$ cat config.mk
export PLATFORM = sky130hd
export DESIGN_NAME = weekly_schedule_switch_flat
export DESIGN_NICKNAME = d
export VERILOG_FILES = /design/src/rtl/wss_pkg.sv /design/src/rtl/wss_req_if.sv /design/src/rtl/wss_rsp_if.sv /design/src/rtl/weekly_schedule_switch.sv /design/src/rtl/wss_ram.sv /design/src/rtl/wss_ctrl.sv /design/src/rtl/wss_dp.sv /design/src/flat_wrapper.sv
export SDC_FILE = /design/constraint.sdc
export NUM_CORES = 2
export LEC_CHECK = 0
export ABC_AREA = 0
export BUFFER_PORTS_ARGS = -buffer_cell sky130_fd_sc_hd__clkbuf_2
export CORE_AREA = 5 5 497 499
export CTS_BUF_LIST = sky130_fd_sc_hd__clkbuf_4 sky130_fd_sc_hd__clkbuf_8
export CTS_CLUSTER_DIAMETER = 50
export DETAILED_ROUTE_END_ITERATION = 6
export DIE_AREA = 0 0 502 504
export PLACE_DENSITY = 0.74
export RECOVER_POWER = 100
export SKIP_LAST_GASP = 1
export SLEW_MARGIN = 20
export SYNTH_ARGS = -nofsm -noshare
export SYNTH_HDL_FRONTEND = slang
export SYNTH_SLANG_ARGS = --single-unit
$ cat constraint.sdc
create_clock -name clock -period 5 [get_ports clock]
set_input_delay 0.5 -clock clock [delete_from_list [all_inputs] [get_ports clock]]
set_output_delay 0.5 -clock clock [all_outputs]
set_load 0.1 [all_outputs]
$ cat src/rtl/wss_pkg.sv
package wss_pkg;

   localparam int CHANNELS    = 2;
   localparam int POINTS      = 8;
   localparam int AUX_ROWS    = 3;
   localparam int ROWS        = 7 + AUX_ROWS;
   localparam int HOLIDAYS    = 8;
   localparam int SEARCH_DAYS = 7;

   localparam int PT_DEPTH  = CHANNELS * ROWS * POINTS;
   localparam int PT_ADDR_W = $clog2(PT_DEPTH);
   localparam int ROW_W     = 4;
   localparam int PIDX_W    = $clog2(POINTS);
   localparam int HIDX_W    = $clog2(HOLIDAYS);
   localparam int DAY_W     = 3;
   localparam int TIME_W    = 11;

   localparam logic [15:0]       NO_TIME   = 16'hFFFF;
   localparam logic [7:0]        UNUSED_DM = 8'hFF;
   localparam logic [TIME_W-1:0] LAST_MIN  = TIME_W'(23 * 60 + 59);

   localparam logic REG_IGNORE  = 1'b0;
   localparam logic REG_DEFAULT = 1'b1;

   typedef enum logic [1:0] {
      MODE_POINT   = 2'd0,
      MODE_HOLIDAY = 2'd1,
      MODE_REPEAT  = 2'd2,
      MODE_EVAL    = 2'd3
   } mode_type;

   typedef enum logic [2:0] {
      ST_IDLE,
      ST_DECODE,
      ST_DAY,
      ST_ADDR,
      ST_CMP,
      ST_STEP,
      ST_FINISH
   } ctrl_state_type;

   typedef struct packed {
      logic load;
      logic write;
      logic set_default;
      logic day_setup;
      logic dec_point;
      logic hit;
      logic miss;
      logic step_day;
      logic emit;
   } cmd_type;

   typedef struct packed {
      logic is_eval;
      logic time_bad;
      logic hit;
      logic point_zero;
      logic last_day;
      logic out_free;
   } status_type;

   function automatic logic [7:0] month_len(input logic [7:0] mon);
      logic [7:0] len;
      len = 8'd31;
      unique case (mon)
         8'd2:                        len = 8'd28;
         8'd4, 8'd6, 8'd9, 8'd11:     len = 8'd30;
         default:                     len = 8'd31;
      endcase
      return len;
   endfunction

   function automatic logic [PT_ADDR_W-1:0] point_addr(input logic ch,
                                                       input logic [ROW_W-1:0] row,
                                                       input logic [PIDX_W-1:0] pt);
      return PT_ADDR_W'(int'(ch) * ROWS * POINTS + int'(row) * POINTS + int'(pt));
   endfunction

endpackage

$ cat src/rtl/wss_req_if.sv
interface wss_req_if;
   logic        valid;
   logic        ready;
   logic [1:0]  mode;
   logic        channel;
   logic [3:0]  entry_row;
   logic [2:0]  point_index;
   logic [15:0] entry_value;
   logic        time_ok;
   logic [2:0]  weekday;
   logic [7:0]  month_day;
   logic [7:0]  month_number;
   logic [1:0]  year_mod_four;
   logic [4:0]  hour_now;
   logic [5:0]  minute_now;

   modport source (output valid, mode, channel, entry_row, point_index, entry_value,
                   time_ok, weekday, month_day, month_number, year_mod_four,
                   hour_now, minute_now, input ready);
   modport sink (input valid, mode, channel, entry_row, point_index, entry_value,
                 time_ok, weekday, month_day, month_number, year_mod_four,
                 hour_now, minute_now, output ready);
endinterface

$ cat src/rtl/wss_rsp_if.sv
interface wss_rsp_if;
   logic              valid;
   logic              ready;
   logic              output_on;
   logic signed [4:0] found_row;
   logic signed [3:0] found_point;
   logic signed [3:0] holiday_hit;

   modport source (output valid, output_on, found_row, found_point, holiday_hit,
                   input ready);
   modport sink (input valid, output_on, found_row, found_point, holiday_hit,
                 output ready);
endinterface

$ cat src/rtl/weekly_schedule_switch.sv
// channel   direction  handshake        payload
// req_bus   in         valid/ready      mode, channel, entry fields, date and time
// rsp_bus   out        valid/ready      output_on, found_row, found_point, holiday_hit
// csr_*     in         APB write/read   ignore_time_mask (0x0), default_on_mask (0x4)
//
// Write words and invalid-time evaluates pass through decode and finish to reach the output register.
// An evaluate sets up each day, then reads and compares its points from the last one down;
// it steps back a day when none hits, over at most 7 days.
// Each point costs a point-table read and a compare.
// Synchronous reset clears control, the holiday and repeat tables and the valid bits.
// A new word is taken once the previous result is in the output register.
module weekly_schedule_switch (
   input  logic              clock,
   input  logic              reset,
   wss_req_if.sink           req_bus,
   wss_rsp_if.source         rsp_bus,
   input  logic              csr_psel,
   input  logic              csr_penable,
   input  logic              csr_pwrite,
   input  logic [2:0]        csr_paddr,
   input  logic [31:0]       csr_pwdata,
   output logic [31:0]       csr_prdata,
   output logic              csr_pready
);
   wss_pkg::cmd_type    cmd;
   wss_pkg::status_type status;
   logic [4:0]          out_row;
   logic [3:0]          out_point, out_hol;

   wss_ctrl u_ctrl (
      .clock     (clock),
      .reset     (reset),
      .req_valid (req_bus.valid),
      .req_ready (req_bus.ready),
      .status    (status),
      .cmd       (cmd)
   );

   wss_dp u_dp (
      .clock            (clock),
      .reset            (reset),
      .cmd              (cmd),
      .status           (status),
      .in_mode          (req_bus.mode),
      .in_channel       (req_bus.channel),
      .in_entry_row     (req_bus.entry_row),
      .in_point_index   (req_bus.point_index),
      .in_entry_value   (req_bus.entry_value),
      .in_time_ok       (req_bus.time_ok),
      .in_weekday       (req_bus.weekday),
      .in_month_day     (req_bus.month_day),
      .in_month_number  (req_bus.month_number),
      .in_year_mod_four (req_bus.year_mod_four),
      .in_hour_now      (req_bus.hour_now),
      .in_minute_now    (req_bus.minute_now),
      .rsp_ready        (rsp_bus.ready),
      .rsp_valid        (rsp_bus.valid),
      .out_on           (rsp_bus.output_on),
      .out_row          (out_row),
      .out_point        (out_point),
      .out_hol          (out_hol),
      .psel             (csr_psel),
      .penable          (csr_penable),
      .pwrite           (csr_pwrite),
      .paddr            (csr_paddr),
      .pwdata           (csr_pwdata),
      .prdata           (csr_prdata)
   );

   assign rsp_bus.found_row   = signed'(out_row);
   assign rsp_bus.found_point = signed'(out_point);
   assign rsp_bus.holiday_hit = signed'(out_hol);
   assign csr_pready          = 1'b1;
endmodule

$ cat src/rtl/wss_ram.sv
module wss_ram #(
   parameter int WIDTH = 16,
   parameter int DEPTH = 160
) (
   input  logic                     clock,
   input  logic                     we,
   input  logic [$clog2(DEPTH)-1:0] waddr,
   input  logic [WIDTH-1:0]         wdata,
   input  logic [$clog2(DEPTH)-1:0] raddr,
   output logic [WIDTH-1:0]         rdata
);
   logic [WIDTH-1:0] mem_ff [DEPTH];
   logic [WIDTH-1:0] rdata_ff;

   always_ff @(posedge clock) begin
      if (we) begin
         mem_ff[waddr] <= wdata;
      end
      rdata_ff <= mem_ff[raddr];
   end

   assign rdata = rdata_ff;
endmodule

$ cat src/rtl/wss_ctrl.sv
module wss_ctrl (
   input  logic                 clock,
   input  logic                 reset,
   input  logic                 req_valid,
   output logic                 req_ready,
   input  wss_pkg::status_type  status,
   output wss_pkg::cmd_type     cmd
);
   wss_pkg::ctrl_state_type state_ff, state_in;

   always_ff @(posedge clock) begin
      if (reset) begin
         state_ff <= wss_pkg::ST_IDLE;
      end else begin
         state_ff <= state_in;
      end
   end

   always_comb begin
      state_in  = state_ff;
      cmd       = '0;
      req_ready = 1'b0;
      unique case (state_ff)
         wss_pkg::ST_IDLE: begin
            req_ready = 1'b1;
            if (req_valid) begin
               cmd.load = 1'b1;
               state_in = wss_pkg::ST_DECODE;
            end
         end
         wss_pkg::ST_DECODE: begin
            priority if (!status.is_eval) begin
               cmd.write = 1'b1;
               state_in  = wss_pkg::ST_FINISH;
            end else if (status.time_bad) begin
               cmd.set_default = 1'b1;
               state_in        = wss_pkg::ST_FINISH;
            end else begin
               state_in = wss_pkg::ST_DAY;
            end
         end
         wss_pkg::ST_DAY: begin
            cmd.day_setup = 1'b1;
            state_in      = wss_pkg::ST_ADDR;
         end
         wss_pkg::ST_ADDR: begin
            state_in = wss_pkg::ST_CMP;
         end
         wss_pkg::ST_CMP: begin
            priority if (status.hit) begin
               cmd.hit  = 1'b1;
               state_in = wss_pkg::ST_FINISH;
            end else if (status.point_zero) begin
               state_in = wss_pkg::ST_STEP;
            end else begin
               cmd.dec_point = 1'b1;
               state_in      = wss_pkg::ST_ADDR;
            end
         end
         wss_pkg::ST_STEP: begin
            if (status.last_day) begin
               cmd.miss = 1'b1;
               state_in = wss_pkg::ST_FINISH;
            end else begin
               cmd.step_day = 1'b1;
               state_in     = wss_pkg::ST_DAY;
            end
         end
         wss_pkg::ST_FINISH: begin
            if (status.out_free) begin
               cmd.emit = 1'b1;
               state_in = wss_pkg::ST_IDLE;
            end
         end
         default: begin
            state_in = wss_pkg::ST_IDLE;
         end
      endcase
   end
endmodule

$ cat src/rtl/wss_dp.sv
module wss_dp (
   input  logic                clock,
   input  logic                reset,
   input  wss_pkg::cmd_type    cmd,
   output wss_pkg::status_type status,
   input  logic [1:0]          in_mode,
   input  logic                in_channel,
   input  logic [3:0]          in_entry_row,
   input  logic [2:0]          in_point_index,
   input  logic [15:0]         in_entry_value,
   input  logic                in_time_ok,
   input  logic [2:0]          in_weekday,
   input  logic [7:0]          in_month_day,
   input  logic [7:0]          in_month_number,
   input  logic [1:0]          in_year_mod_four,
   input  logic [4:0]          in_hour_now,
   input  logic [5:0]          in_minute_now,
   input  logic                rsp_ready,
   output logic                rsp_valid,
   output logic                out_on,
   output logic [4:0]          out_row,
   output logic [3:0]          out_point,
   output logic [3:0]          out_hol,
   input  logic                psel,
   input  logic                penable,
   input  logic                pwrite,
   input  logic [2:0]          paddr,
   input  logic [31:0]         pwdata,
   output logic [31:0]         prdata
);
   localparam int RW = wss_pkg::ROW_W;

   logic [1:0]                  mode_ff;
   logic                        ch_ff;
   logic [3:0]                  erow_ff;
   logic [2:0]                  pidx_ff;
   logic [15:0]                 val_ff;
   logic                        tok_ff;
   logic [2:0]                  wd_ff;
   logic [7:0]                  mday_ff, mon_ff;
   logic [1:0]                  yr_ff;
   logic [wss_pkg::TIME_W-1:0]  tnow_ff;
   logic [RW-1:0]               row_ff;
   logic [3:0]                  hol_ff;
   logic [wss_pkg::PIDX_W-1:0]  pt_ff;
   logic [wss_pkg::DAY_W-1:0]   day_ff;
   logic                        res_on_ff;
   logic [4:0]                  res_row_ff;
   logic [3:0]                  res_pt_ff, res_hol_ff;
   logic                        rsp_valid_ff, out_on_ff;
   logic [4:0]                  out_row_ff;
   logic [3:0]                  out_pt_ff, out_hol_ff;
   logic [7:0]                  hday_ff [wss_pkg::HOLIDAYS];
   logic [7:0]                  hmon_ff [wss_pkg::HOLIDAYS];
   logic [7:0]                  hrow_ff [wss_pkg::HOLIDAYS];
   logic [wss_pkg::ROWS-1:0]    rep_ff [wss_pkg::CHANNELS];
   logic [wss_pkg::CHANNELS-1:0] state_ff, ignore_ff, default_ff;
   logic [wss_pkg::PT_DEPTH-1:0] pvalid_ff;
   logic                        rvalid_ff;

   logic                          hmatch;
   logic [wss_pkg::HIDX_W-1:0]    hidx;
   logic [RW-1:0]                 base_row, eff_row;
   logic [7:0]                    nmon, nmday;
   logic [1:0]                    nyr;
   logic [15:0]                   rdata, ptime;
   logic [wss_pkg::PT_ADDR_W-1:0] raddr, waddr;
   logic                          pt_we, csr_we;

   assign raddr = wss_pkg::point_addr(ch_ff, row_ff, pt_ff);
   assign waddr = wss_pkg::point_addr(ch_ff, erow_ff, pidx_ff);
   assign pt_we = cmd.write && (mode_ff == wss_pkg::MODE_POINT)
                  && (int'(erow_ff) < wss_pkg::ROWS);

   wss_ram #(.WIDTH(16), .DEPTH(wss_pkg::PT_DEPTH)) u_ram (
      .clock (clock),
      .we    (pt_we),
      .waddr (waddr),
      .wdata (val_ff),
      .raddr (raddr),
      .rdata (rdata)
   );

   assign ptime = rvalid_ff ? rdata : wss_pkg::NO_TIME;

   always_comb begin
      hmatch = 1'b0;
      hidx   = '0;
      for (int h = wss_pkg::HOLIDAYS - 1; h >= 0; h--) begin
         if (hday_ff[h] != wss_pkg::UNUSED_DM && hmon_ff[h] != wss_pkg::UNUSED_DM
             && mday_ff == hday_ff[h] && mon_ff == hmon_ff[h]
             && int'(hrow_ff[h]) < wss_pkg::ROWS) begin
            hmatch = 1'b1;
            hidx   = wss_pkg::HIDX_W'(h);
         end
      end
      base_row = hmatch ? RW'(hrow_ff[hidx])
                        : ((wd_ff != 3'd0) ? RW'(wd_ff - 3'd1) : RW'(6));
      eff_row = '0;
      for (int j = 0; j < wss_pkg::ROWS; j++) begin
         if (RW'(j) <= base_row && (j == 0 || !rep_ff[ch_ff][j])) begin
            eff_row = RW'(j);
         end
      end
   end

   always_comb begin
      nmon  = mon_ff;
      nyr   = yr_ff;
      nmday = mday_ff - 8'd1;
      if (mday_ff <= 8'd1) begin
         if (mon_ff <= 8'd1) begin
            nmon = 8'd12;
            nyr  = yr_ff - 2'd1;
         end else begin
            nmon = mon_ff - 8'd1;
         end
         nmday = wss_pkg::month_len(nmon);
         if (nmday == 8'd28 && nyr == 2'd0) begin
            nmday = 8'd29;
         end
      end
   end

   assign status.is_eval    = (mode_ff == wss_pkg::MODE_EVAL);
   assign status.time_bad   = !tok_ff && !ignore_ff[ch_ff];
   assign status.hit        = (ptime != wss_pkg::NO_TIME) && (ptime <= 16'(tnow_ff));
   assign status.point_zero = (pt_ff == '0);
   assign status.last_day   = (int'(day_ff) == wss_pkg::SEARCH_DAYS - 1);
   assign status.out_free   = !rsp_valid_ff || rsp_ready;

   assign csr_we = psel && penable && pwrite;
   assign prdata = {30'b0, (paddr[2] == wss_pkg::REG_DEFAULT) ? default_ff : ignore_ff};

   always_ff @(posedge clock) begin
      rvalid_ff <= pvalid_ff[raddr];
      if (cmd.load) begin
         mode_ff <= in_mode;
         ch_ff   <= in_channel;
         erow_ff <= in_entry_row;
         pidx_ff <= in_point_index;
         val_ff  <= in_entry_value;
         tok_ff  <= in_time_ok;
         wd_ff   <= (in_weekday > 3'd6) ? 3'd0 : in_weekday;
         mday_ff <= in_month_day;
         mon_ff  <= in_month_number;
         yr_ff   <= in_year_mod_four;
         tnow_ff <= wss_pkg::TIME_W'(in_hour_now) * wss_pkg::TIME_W'(60)
                    + wss_pkg::TIME_W'(in_minute_now);
         day_ff  <= '0;
      end
      if (cmd.day_setup) begin
         row_ff <= eff_row;
         hol_ff <= hmatch ? 4'(hidx) : 4'hF;
         pt_ff  <= wss_pkg::PIDX_W'(wss_pkg::POINTS - 1);
      end
      if (cmd.dec_point) begin
         pt_ff <= pt_ff - 1'b1;
      end
      if (cmd.step_day) begin
         day_ff  <= day_ff + 1'b1;
         wd_ff   <= (wd_ff == 3'd0) ? 3'd6 : wd_ff - 3'd1;
         mday_ff <= nmday;
         mon_ff  <= nmon;
         yr_ff   <= nyr;
         tnow_ff <= wss_pkg::LAST_MIN;
      end
      if (cmd.write) begin
         res_on_ff  <= state_ff[ch_ff];
         res_row_ff <= 5'h1F;
         res_pt_ff  <= 4'hF;
         res_hol_ff <= 4'hF;
      end
      if (cmd.set_default) begin
         res_on_ff  <= default_ff[ch_ff];
         res_row_ff <= 5'h1F;
         res_pt_ff  <= 4'hF;
         res_hol_ff <= 4'hF;
      end
      if (cmd.hit) begin
         res_on_ff  <= ~pt_ff[0];
         res_row_ff <= 5'(row_ff);
         res_pt_ff  <= 4'(pt_ff);
         res_hol_ff <= hol_ff;
      end
      if (cmd.miss) begin
         res_on_ff  <= 1'b0;
         res_row_ff <= 5'h1F;
         res_pt_ff  <= 4'hF;
         res_hol_ff <= hol_ff;
      end
      if (cmd.emit) begin
         out_on_ff  <= res_on_ff;
         out_row_ff <= res_row_ff;
         out_pt_ff  <= res_pt_ff;
         out_hol_ff <= res_hol_ff;
      end
   end

   always_ff @(posedge clock) begin
      if (reset) begin
         rsp_valid_ff <= 1'b0;
         state_ff     <= '0;
         ignore_ff    <= '0;
         default_ff   <= '0;
         pvalid_ff    <= '0;
         for (int h = 0; h < wss_pkg::HOLIDAYS; h++) begin
            hday_ff[h] <= wss_pkg::UNUSED_DM;
            hmon_ff[h] <= wss_pkg::UNUSED_DM;
            hrow_ff[h] <= '0;
         end
         for (int c = 0; c < wss_pkg::CHANNELS; c++) begin
            rep_ff[c] <= '0;
         end
      end else begin
         if (cmd.emit) begin
            rsp_valid_ff <= 1'b1;
         end else if (rsp_ready) begin
            rsp_valid_ff <= 1'b0;
         end
         if (csr_we) begin
            if (paddr[2] == wss_pkg::REG_DEFAULT) begin
               default_ff <= pwdata[1:0];
            end else begin
               ignore_ff <= pwdata[1:0];
            end
         end
         if (pt_we) begin
            pvalid_ff[waddr] <= 1'b1;
         end
         if (cmd.write && mode_ff == wss_pkg::MODE_HOLIDAY
             && int'(erow_ff) < wss_pkg::HOLIDAYS) begin
            hday_ff[erow_ff[wss_pkg::HIDX_W-1:0]] <= mday_ff;
            hmon_ff[erow_ff[wss_pkg::HIDX_W-1:0]] <= mon_ff;
            hrow_ff[erow_ff[wss_pkg::HIDX_W-1:0]] <= val_ff[7:0];
         end
         if (cmd.write && mode_ff == wss_pkg::MODE_REPEAT) begin
            rep_ff[ch_ff] <= val_ff[wss_pkg::ROWS-1:0];
         end
         if (cmd.set_default) begin
            state_ff[ch_ff] <= default_ff[ch_ff];
         end
         if (cmd.hit) begin
            state_ff[ch_ff] <= ~pt_ff[0];
         end
         if (cmd.miss) begin
            state_ff[ch_ff] <= 1'b0;
         end
      end
   end

   assign rsp_valid = rsp_valid_ff;
   assign out_on    = out_on_ff;
   assign out_row   = out_row_ff;
   assign out_point = out_pt_ff;
   assign out_hol   = out_hol_ff;
endmodule

$ cat src/flat_wrapper.sv
// flat-port wrapper written by rule: the top's interface ports become plain ports
module weekly_schedule_switch_flat 
  (clock, reset, csr_psel, csr_penable, csr_pwrite, csr_paddr, csr_pwdata, csr_prdata, csr_pready, req_bus_valid, req_bus_mode, req_bus_channel, req_bus_entry_row, req_bus_point_index, req_bus_entry_value, req_bus_time_ok, req_bus_weekday, req_bus_month_day, req_bus_month_number, req_bus_year_mod_four, req_bus_hour_now, req_bus_minute_now, req_bus_ready, rsp_bus_valid, rsp_bus_output_on, rsp_bus_found_row, rsp_bus_found_point, rsp_bus_holiday_hit, rsp_bus_ready);
  wss_req_if req_bus_i ();
  wss_rsp_if rsp_bus_i ();
  input  logic clock;
  input  logic reset;
  input  logic csr_psel;
  input  logic csr_penable;
  input  logic csr_pwrite;
  input  logic [2:0] csr_paddr;
  input  logic [31:0] csr_pwdata;
  output logic [31:0] csr_prdata;
  output logic csr_pready;
  input wire logic [$bits(req_bus_i.valid)-1:0] req_bus_valid;
  input wire logic [$bits(req_bus_i.mode)-1:0] req_bus_mode;
  input wire logic [$bits(req_bus_i.channel)-1:0] req_bus_channel;
  input wire logic [$bits(req_bus_i.entry_row)-1:0] req_bus_entry_row;
  input wire logic [$bits(req_bus_i.point_index)-1:0] req_bus_point_index;
  input wire logic [$bits(req_bus_i.entry_value)-1:0] req_bus_entry_value;
  input wire logic [$bits(req_bus_i.time_ok)-1:0] req_bus_time_ok;
  input wire logic [$bits(req_bus_i.weekday)-1:0] req_bus_weekday;
  input wire logic [$bits(req_bus_i.month_day)-1:0] req_bus_month_day;
  input wire logic [$bits(req_bus_i.month_number)-1:0] req_bus_month_number;
  input wire logic [$bits(req_bus_i.year_mod_four)-1:0] req_bus_year_mod_four;
  input wire logic [$bits(req_bus_i.hour_now)-1:0] req_bus_hour_now;
  input wire logic [$bits(req_bus_i.minute_now)-1:0] req_bus_minute_now;
  output wire logic [$bits(req_bus_i.ready)-1:0] req_bus_ready;
  output wire logic [$bits(rsp_bus_i.valid)-1:0] rsp_bus_valid;
  output wire logic [$bits(rsp_bus_i.output_on)-1:0] rsp_bus_output_on;
  output wire logic [$bits(rsp_bus_i.found_row)-1:0] rsp_bus_found_row;
  output wire logic [$bits(rsp_bus_i.found_point)-1:0] rsp_bus_found_point;
  output wire logic [$bits(rsp_bus_i.holiday_hit)-1:0] rsp_bus_holiday_hit;
  input wire logic [$bits(rsp_bus_i.ready)-1:0] rsp_bus_ready;
  assign req_bus_i.valid = req_bus_valid;
  assign req_bus_i.mode = req_bus_mode;
  assign req_bus_i.channel = req_bus_channel;
  assign req_bus_i.entry_row = req_bus_entry_row;
  assign req_bus_i.point_index = req_bus_point_index;
  assign req_bus_i.entry_value = req_bus_entry_value;
  assign req_bus_i.time_ok = req_bus_time_ok;
  assign req_bus_i.weekday = req_bus_weekday;
  assign req_bus_i.month_day = req_bus_month_day;
  assign req_bus_i.month_number = req_bus_month_number;
  assign req_bus_i.year_mod_four = req_bus_year_mod_four;
  assign req_bus_i.hour_now = req_bus_hour_now;
  assign req_bus_i.minute_now = req_bus_minute_now;
  assign req_bus_ready = req_bus_i.ready;
  assign rsp_bus_valid = rsp_bus_i.valid;
  assign rsp_bus_output_on = rsp_bus_i.output_on;
  assign rsp_bus_found_row = rsp_bus_i.found_row;
  assign rsp_bus_found_point = rsp_bus_i.found_point;
  assign rsp_bus_holiday_hit = rsp_bus_i.holiday_hit;
  assign rsp_bus_i.ready = rsp_bus_ready;
  weekly_schedule_switch u_core (.clock(clock), .reset(reset), .req_bus(req_bus_i), .rsp_bus(rsp_bus_i), .csr_psel(csr_psel), .csr_penable(csr_penable), .csr_pwrite(csr_pwrite), .csr_paddr(csr_paddr), .csr_pwdata(csr_pwdata), .csr_prdata(csr_prdata), .csr_pready(csr_pready));
endmodule
Word level (Yosys, flattened, before mapping)
Memory sizes are Yosys's and may differ from the RTL's. A register that Yosys moved wholly into a read port is not among the register bits.
Cells that the tools add are included.
{"block": "word_totals", "register_bits": 272, "ramBits": 2772, "in_bits": 101, "out_inout_bits": 49, "wordCells": 356, "n_memories": 5}
{"memory": "u_core.u_dp.u_ram.mem_ff", "words": 160, "width": 16, "rd": 1, "rd_ports_with_merged_regs": 1, "wr": 1, "line_no": "wss_ram.sv:12", "text": "logic [WIDTH-1:0] mem_ff [DEPTH];"}
{"memory": "u_core.u_dp.hday_ff", "words": 8, "width": 8, "rd": 8, "rd_ports_with_merged_regs": 0, "wr": 8, "line_no": "wss_dp.sv:53", "text": "logic [7:0] hday_ff [wss_pkg::HOLIDAYS];"}
{"memory": "u_core.u_dp.hmon_ff", "words": 8, "width": 8, "rd": 8, "rd_ports_with_merged_regs": 0, "wr": 8, "line_no": "wss_dp.sv:54", "text": "logic [7:0] hmon_ff [wss_pkg::HOLIDAYS];"}
{"memory": "u_core.u_dp.hrow_ff", "words": 8, "width": 8, "rd": 9, "rd_ports_with_merged_regs": 0, "wr": 8, "line_no": "wss_dp.sv:55", "text": "logic [7:0] hrow_ff [wss_pkg::HOLIDAYS];"}
{"memory": "u_core.u_dp.rep_ff", "words": 2, "width": 10, "rd": 1, "rd_ports_with_merged_regs": 1, "wr": 2, "line_no": "wss_dp.sv:56", "text": "logic [wss_pkg::ROWS-1:0] rep_ff [wss_pkg::CHANNELS];"}
{"block": "op_classes", "n_addsub": 12, "mul": 2, "order_cmp": 28, "eq_ne": 52, "muxes": 133, "bitwise": 5, "n_reduce_logical": 87}
{"op": "$or A160 B160 Y160", "n": 1}
{"op": "$eq A8 B8 Y1", "n": 16}
{"op": "$ne A8 B8 Y1 const B", "n": 16}
{"op": "$mux W8", "n": 13}
{"op": "$mux W3", "n": 26}
{"op": "$lt A8 B4 Y1 const B", "n": 8}
{"op": "$mux W4", "n": 14}
{"op": "$mux W1", "n": 54}
{"op": "$logic_and A1 B1 Y1", "n": 53}
{"op": "$mux W2", "n": 14}
{"op": "$reduce_or A8 Y1", "n": 3}
{"op": "$pmux W3 S7", "n": 1}
{"op": "$lt A8 B9 Y1 const B", "n": 2}
{"op": "$add A8 B7 Y8", "n": 2}
{"op": "$eq A8 B3 Y1 const B", "n": 2}
{"op": "$eq A8 B4 Y1 const B", "n": 2}
{"op": "$le A16 B11 Y1", "n": 1}
{"op": "$le A3 B4 Y1 const A", "n": 4}
{"op": "$le A8 B1 Y1 const B", "n": 2}
{"op": "$mux W16", "n": 1}
{"op": "$ne A16 B16 Y1 const B", "n": 1}
{"op": "$sub A8 B1 Y8 const B", "n": 2}
{"op": "$mux W5", "n": 3}
{"op": "$logic_not A1 Y1", "n": 12}
{"op": "other kinds (45)", "n": 66}

Longest topological paths before layout
An unclocked memory read counts as a cell.
{"block": "logic_depth", "ltp_word": 26, "mapped_depth": 17, "mapped_depth_nobuf": 15}

Hierarchy
A second synthesis with hierarchy kept.
{"block": "hier_totals", "hier_cells": 6464, "area_unflattened_um2": 121841.9}
{"module": "wss_ram", "n_inst": 1, "cells_per_inst": 4422, "area_each_um2": 99003.7, "seq_area_each_um2": 77194.0}
{"module": "wss_dp", "n_inst": 1, "cells_per_inst": 2001, "area_each_um2": 22550.4, "seq_area_each_um2": 12462.0}
{"module": "wss_ctrl", "n_inst": 1, "cells_per_inst": 39, "area_each_um2": 276.5, "seq_area_each_um2": 60.1}
{"module": "weekly_schedule_switch", "n_inst": 1, "cells_per_inst": 2, "area_each_um2": 11.3, "seq_area_each_um2": 0.0}

Least setup slack after synthesis
No wires, ideal clock.
{"block": "synth_path", "kind": "reg-to-reg", "start": "reg u_core.u_ctrl.state_ff[0]", "end": "reg with a tool-made name", "setup_time_ns": 0.121, "t_arrival_ns": 4.432, "required_ns": 4.879, "slack_ns": 0.447, "path_stages_with_launch": 6, "path_buffers": 1, "synth_period_minus_slack_ns": 4.553, "cell_sequence": "dfxtp_1 -> clkbuf_1 -> nor3_1 -> nand2_1 -> inv_1 -> mux2_2"}
{"element": "start, declared", "line_no": "wss_ctrl.sv:9", "text": "wss_pkg::ctrl_state_type state_ff, state_in;"}
{"element": "start signal, assigned", "line_no": "wss_ctrl.sv:13", "text": "state_ff <= wss_pkg::ST_IDLE;"}
{"element": "start signal, assigned", "line_no": "wss_ctrl.sv:15", "text": "state_ff <= state_in;"}

Worst setup path in the final report
{"block": "layout_path", "start": "reg u_core.u_ctrl.state_ff[1]", "end": "mem u_core.u_dp.u_ram.mem_ff[51][9] (enable)"}
{"block": "layout_via", "elab_chain_cells": 6}
{"element": "$eq A3 B1 Y1", "line_no": "wss_ctrl.sv:23", "text": "unique case (state_ff)"}
{"element": "$mux W2", "line_no": "wss_ctrl.sv:23"}
{"element": "$logic_and A1 B1 Y1", "line_no": "wss_dp.sv:72", "text": "assign pt_we = cmd.write && (mode_ff == wss_pkg::MODE_POINT)"}
{"element": "$logic_and A1 B1 Y1", "line_no": "wss_dp.sv:73", "text": "&& (int'(erow_ff) < wss_pkg::ROWS);"}
{"element": "$mux W1", "line_no": "wss_ram.sv:16", "text": "if (we) begin"}
{"element": "$mux W1 (not written as such)", "line_no": "wss_ram.sv:17", "text": "mem_ff[waddr] <= wdata;"}
{"element": "end, declared", "line_no": "wss_ram.sv:12"}
Every way passes these cells.

==> results by group <==
Routing
  • Total wire length: ~290 mm
  • DRC violations left: 0
  • Routed length per instance: between 20 and 30 µm
  • Detailed Routing Iterations Pass 1: 6
  • Vias after detailed routing: roughly 61,000
  • Post-DR vias/cell: about 6
  • Iteration-0 DRC count of the detailed router: approximately 7,600
  • Final ANT Viol Nets: 0

Floorplanning
  • Die area: roughly 250,000 µm²
  • Y dimension of the die: 504 µm
  • Placeable core area: around 240,000 µm²
  • Core Rows: approximately 180
  • DIE WIDTH: 502 µm
  • I/O pin count: 150
  • Initial standard-cell utilization of the core: 49.7%

STA
  • RSZ-0062 raised after global routing: no
  • Achievable Freq: 0.207 GHz
  • Final Critical Period: around 4800 ps
  • Setup total negative slack: 0 ps
  • Setup ws final: around 160 ps
  • Relative slew slack: -175%
  • Setup Viol. Count Final: 0
  • Slew of the pin with the lowest slew margin: 4130 ps
  • Final cycle utilization of the critical path: a little over nine tenths
  • Final number of hold-violating endpoints: 0
  • Slew Viols, Final: about 3,300
  • Worst Skew: around 140 ps

Worst hold path
  • HP Start: req_bus_hour_now[3]
  • Capture endpoint of the worst hold path: u_core.u_dp.tnow_ff[10]
  • Path class of the lowest-slack min-delay path: input pin to register
  • Min-Delay Path Depth: 5

CTS
  • Number of gates resized after CTS: 0
  • Number of buffers created by CTS: around 470
  • CTS Sinks: just over 3,000
  • Later-pin clock latency in the skew report: ~1200 ps
  • Deepest level of the CTS H-tree: 5
  • Number of hold-repair buffers added at the cts stage: 70
  • Clock slew at reported path FFs: approximately 60 ps
  • Cell at the root of the clock tree: sky130_fd_sc_hd__clkbuf_8
  • Setup fix buffers added after clock tree synthesis: 0
  • Clock Tree Buf Depth: 4
  • CTS tree: yes

Setup path
  • Crit Path Category: register to register
  • CP max-delay cell: sky130_fd_sc_hd__clkbuf_1
  • Endpoint required time on the critical path: between 5000 and 6000 ps
  • Critical register-to-register path endpoint: u_core.u_dp.u_ram.mem_ff[51][9]
  • CP Launch Type: register
  • Delay-heaviest family, CP: simple AND/OR/NAND/NOR gates
  • Crit path capture type: register
  • Longest individual stage delay on the worst path: about 1200 ps
  • Maximum net fanout on the critical path: 17
  • Worst setup slack for register-to-register paths: 160 ps
  • R2R depth: 9
  • Data arrival time of the critical path: roughly 5500 ps
  • Startpoint of the worst-slack reg-to-reg timing path: u_core.u_ctrl.state_ff[1]
  • CP Cell Sequence: nor2_1, and2_0, nand2_1, nor4_1, nor2b_1, nand3_1, clkbuf_1, nor2_1, clkbuf_1
  • Total buffers and inverters traversed by the critical path: 2

Global route
  • Combined global-route utilization of all metal layers: between 20% and 30%
  • Initial antenna violation count: 13
  • Wire length of the first global-routing pass: about 420 mm
  • Number of global-route vias before repair: between 60,000 and 70,000
  • Total global routing overflow: 0
  • Maximum number of pins on one net before global-route repair: approximately 170

Power
  • Peak supply drop: 0.000302 V
  • Leakage power figure: about 44 nW
  • Pwr/cell area: between 300 and 400 nW/µm²

Synth
  • Synth Register Bits: about 3,100
  • Library cells used by synthesis: 75
  • Sequential cell area fraction in the yosys report: around three quarters
  • Average instance area after synthesis: ~20 µm²
  • Most used flip-flop cell after synthesis: sky130_fd_sc_hd__edfxtp_1
  • Cell count after synthesis: roughly 5,900
  • Proportion of synthesized flip-flops having asynchronous set or reset: 0%
  • Cell Area, Synth: 120,000 µm²
  • EDFF count, synth: about 2,800
  • Count of warnings emitted by yosys: 0

Placement
  • Number of buffers added on ports: 86
  • Placer's final routability congestion estimate: around 0.86
  • Number of placed instances with taps included: between 9,000 and 10,000
  • Hpwl dp: 166 mm
  • DP Worst Slack: approximately 600 ps

Run status
  • Result of the run: finished with violations
  • Failing checks: capacitance limit, slew limit

Finish
  • Final Instance Count excl. Fillers: roughly 10,000
  • Proportion of layout cells with a drive suffix above 1: between 20% and 30%
  • Most common cell after layout, fill and taps aside: sky130_fd_sc_hd__edfxtp_1
  • Final #Nets: roughly 6,700
  • Top library cells by usage in the layout, fill and taps aside: sky130_fd_sc_hd__edfxtp_1, sky130_fd_sc_hd__mux4_2, sky130_fd_sc_hd__clkbuf_8
  • Area Growth Syn to Fin: 12.9%

Flow run
  • Number of max-cap violations: 55
[final cells by class]
type                    instances  area (µm²)
diodes                         11        27.5
clock buffers                 688        8370
clock inverters               173         987
fillers                     17600      106000
inverters                      45         169
multi-input cells            2434       29300
flip-flops and latches       3057       89700
well taps                    3202        4010
repair buffers                494        3210
[layer usage]
layer | share of wire (%) | GRT usage (%) | vias up
li1 | - | - | 25200
met1 | 38 | 31.4 | 31900
met2 | 47 | 35.7 | 3516
met3 | 11 | 5.54 | 635
met4 | 4.2 | 8.65 | 2
met5 | 0.0038 | 0 | -
[metrics by stage]
stage / hold WS [ps] / utilization, % / power (mW) / area, µm²
6_report: 111 / 56.1 / 53.8 / 136000
5_1_grt: 36.3 / 56.1 / 55.6 / 136000
4_1_cts: 0.985 / 56.5 / 54.0 / 137000
3_5_place_dp: 411 / 52.3 / 33.6 / 127000
3_3_place_gp: 405 / 52.3 / 33.5 / 127000
2_1_floorplan: 400 / - / 31.9 / 120000
[worst min-delay path: cells and delay by family]
| kind | cells | cell delay (ps) |
|---|---|---|
| AO/OA/AOI/OAI | 1 | 70 |
| XOR/XNOR | 2 | 270 |
| buffers and inverters | 1 | 170 |
| adder cells (fa/ha/maj) | 1 | 200 |
[flip-flops by register name, summed over array words and instances, names as in the netlist, 4 cells and up, named ones only]
signal / cells
u_core.u_dp.u_ram.mem_ff: 2560
u_core.u_dp.pvalid_ff: 160
u_core.u_dp.hday_ff: 64
u_core.u_dp.hmon_ff: 64
u_core.u_dp.hrow_ff: 64
u_core.u_dp.rep_ff: 18
u_core.u_dp.u_ram.rdata: 16
u_core.u_dp.val_ff: 16
u_core.u_dp.tnow_ff: 11
u_core.u_dp.mday_ff: 8
u_core.u_dp.mon_ff: 8
u_core.u_dp.out_row: 5
u_core.u_dp.res_row_ff: 5
u_core.u_dp.erow_ff: 4
u_core.u_dp.hol_ff: 4
u_core.u_dp.out_hol: 4
u_core.u_dp.res_hol_ff: 4
u_core.u_dp.row_ff: 4
[cells by family (layout without fill, tap and decap cells)]
| logic type | count (synthesis) | after routing | synth area share (%) |
|---|---|---|---|
| other cells | 2 | 42 | 0.00625 |
| fa+ha+maj | 51 | 51 | 0.581 |
| simple gates | 1054 | 1054 | 4.10 |
| compound gates | 210 | 210 | 1.20 |
| xor+xnor | 150 | 150 | 1.09 |
| buf+inv | 395 | 1400 | 1.38 |
| mux | 938 | 938 | 17.0 |
| flops | 3057 | 3057 | 74.6 |
[cell usage after synthesis, drive strengths merged, types with 15 or more instances]
cell	number	area, µm²
buf	126	652
nor2	532	2000
nor2b	26	163
nand2	123	462
mux2i	40	400
o21ai	56	295
nor3	28	151
mux4	883	19900
nand2b	46	288
and2	87	544
clkbuf	224	841
nand4	64	400
dfxtp	208	4160
nand3	27	135
a21oi	44	220
mux2	15	169
edfxtp	2849	85600
nor4	17	113
ha	43	538
o21ba	15	150
xnor2	139	1220
inv	43	161
or3	75	469
a211oi	20	163
[where the power goes]
part / internal (mW) / switching, mW / total (mW)
clock: 11.1 / 9.42 / 20.5
sequential: 28.7 / 0.228 / 28.9
combinational: 1.54 / 2.86 / 4.40
[worst max-delay path by stage]
stage / to / cells after the start / from
CTS: u_core.u_dp.row_ff[0] / 13 / u_core.u_dp.mday_ff[2]
global route: u_core.u_dp.u_ram.mem_ff[44][5] / 8 / u_core.u_dp.ch_ff
global placement: u_core.u_dp.row_ff[0] / 13 / u_core.u_dp.mday_ff[5]
floorplan: register / 5 / u_core.u_ctrl.state_ff[0]
detailed placement: u_core.u_dp.row_ff[0] / 13 / u_core.u_dp.mday_ff[2]
finish: u_core.u_dp.u_ram.mem_ff[51][9] / 9 / u_core.u_ctrl.state_ff[1]
(Power assumes the default switching activity.)
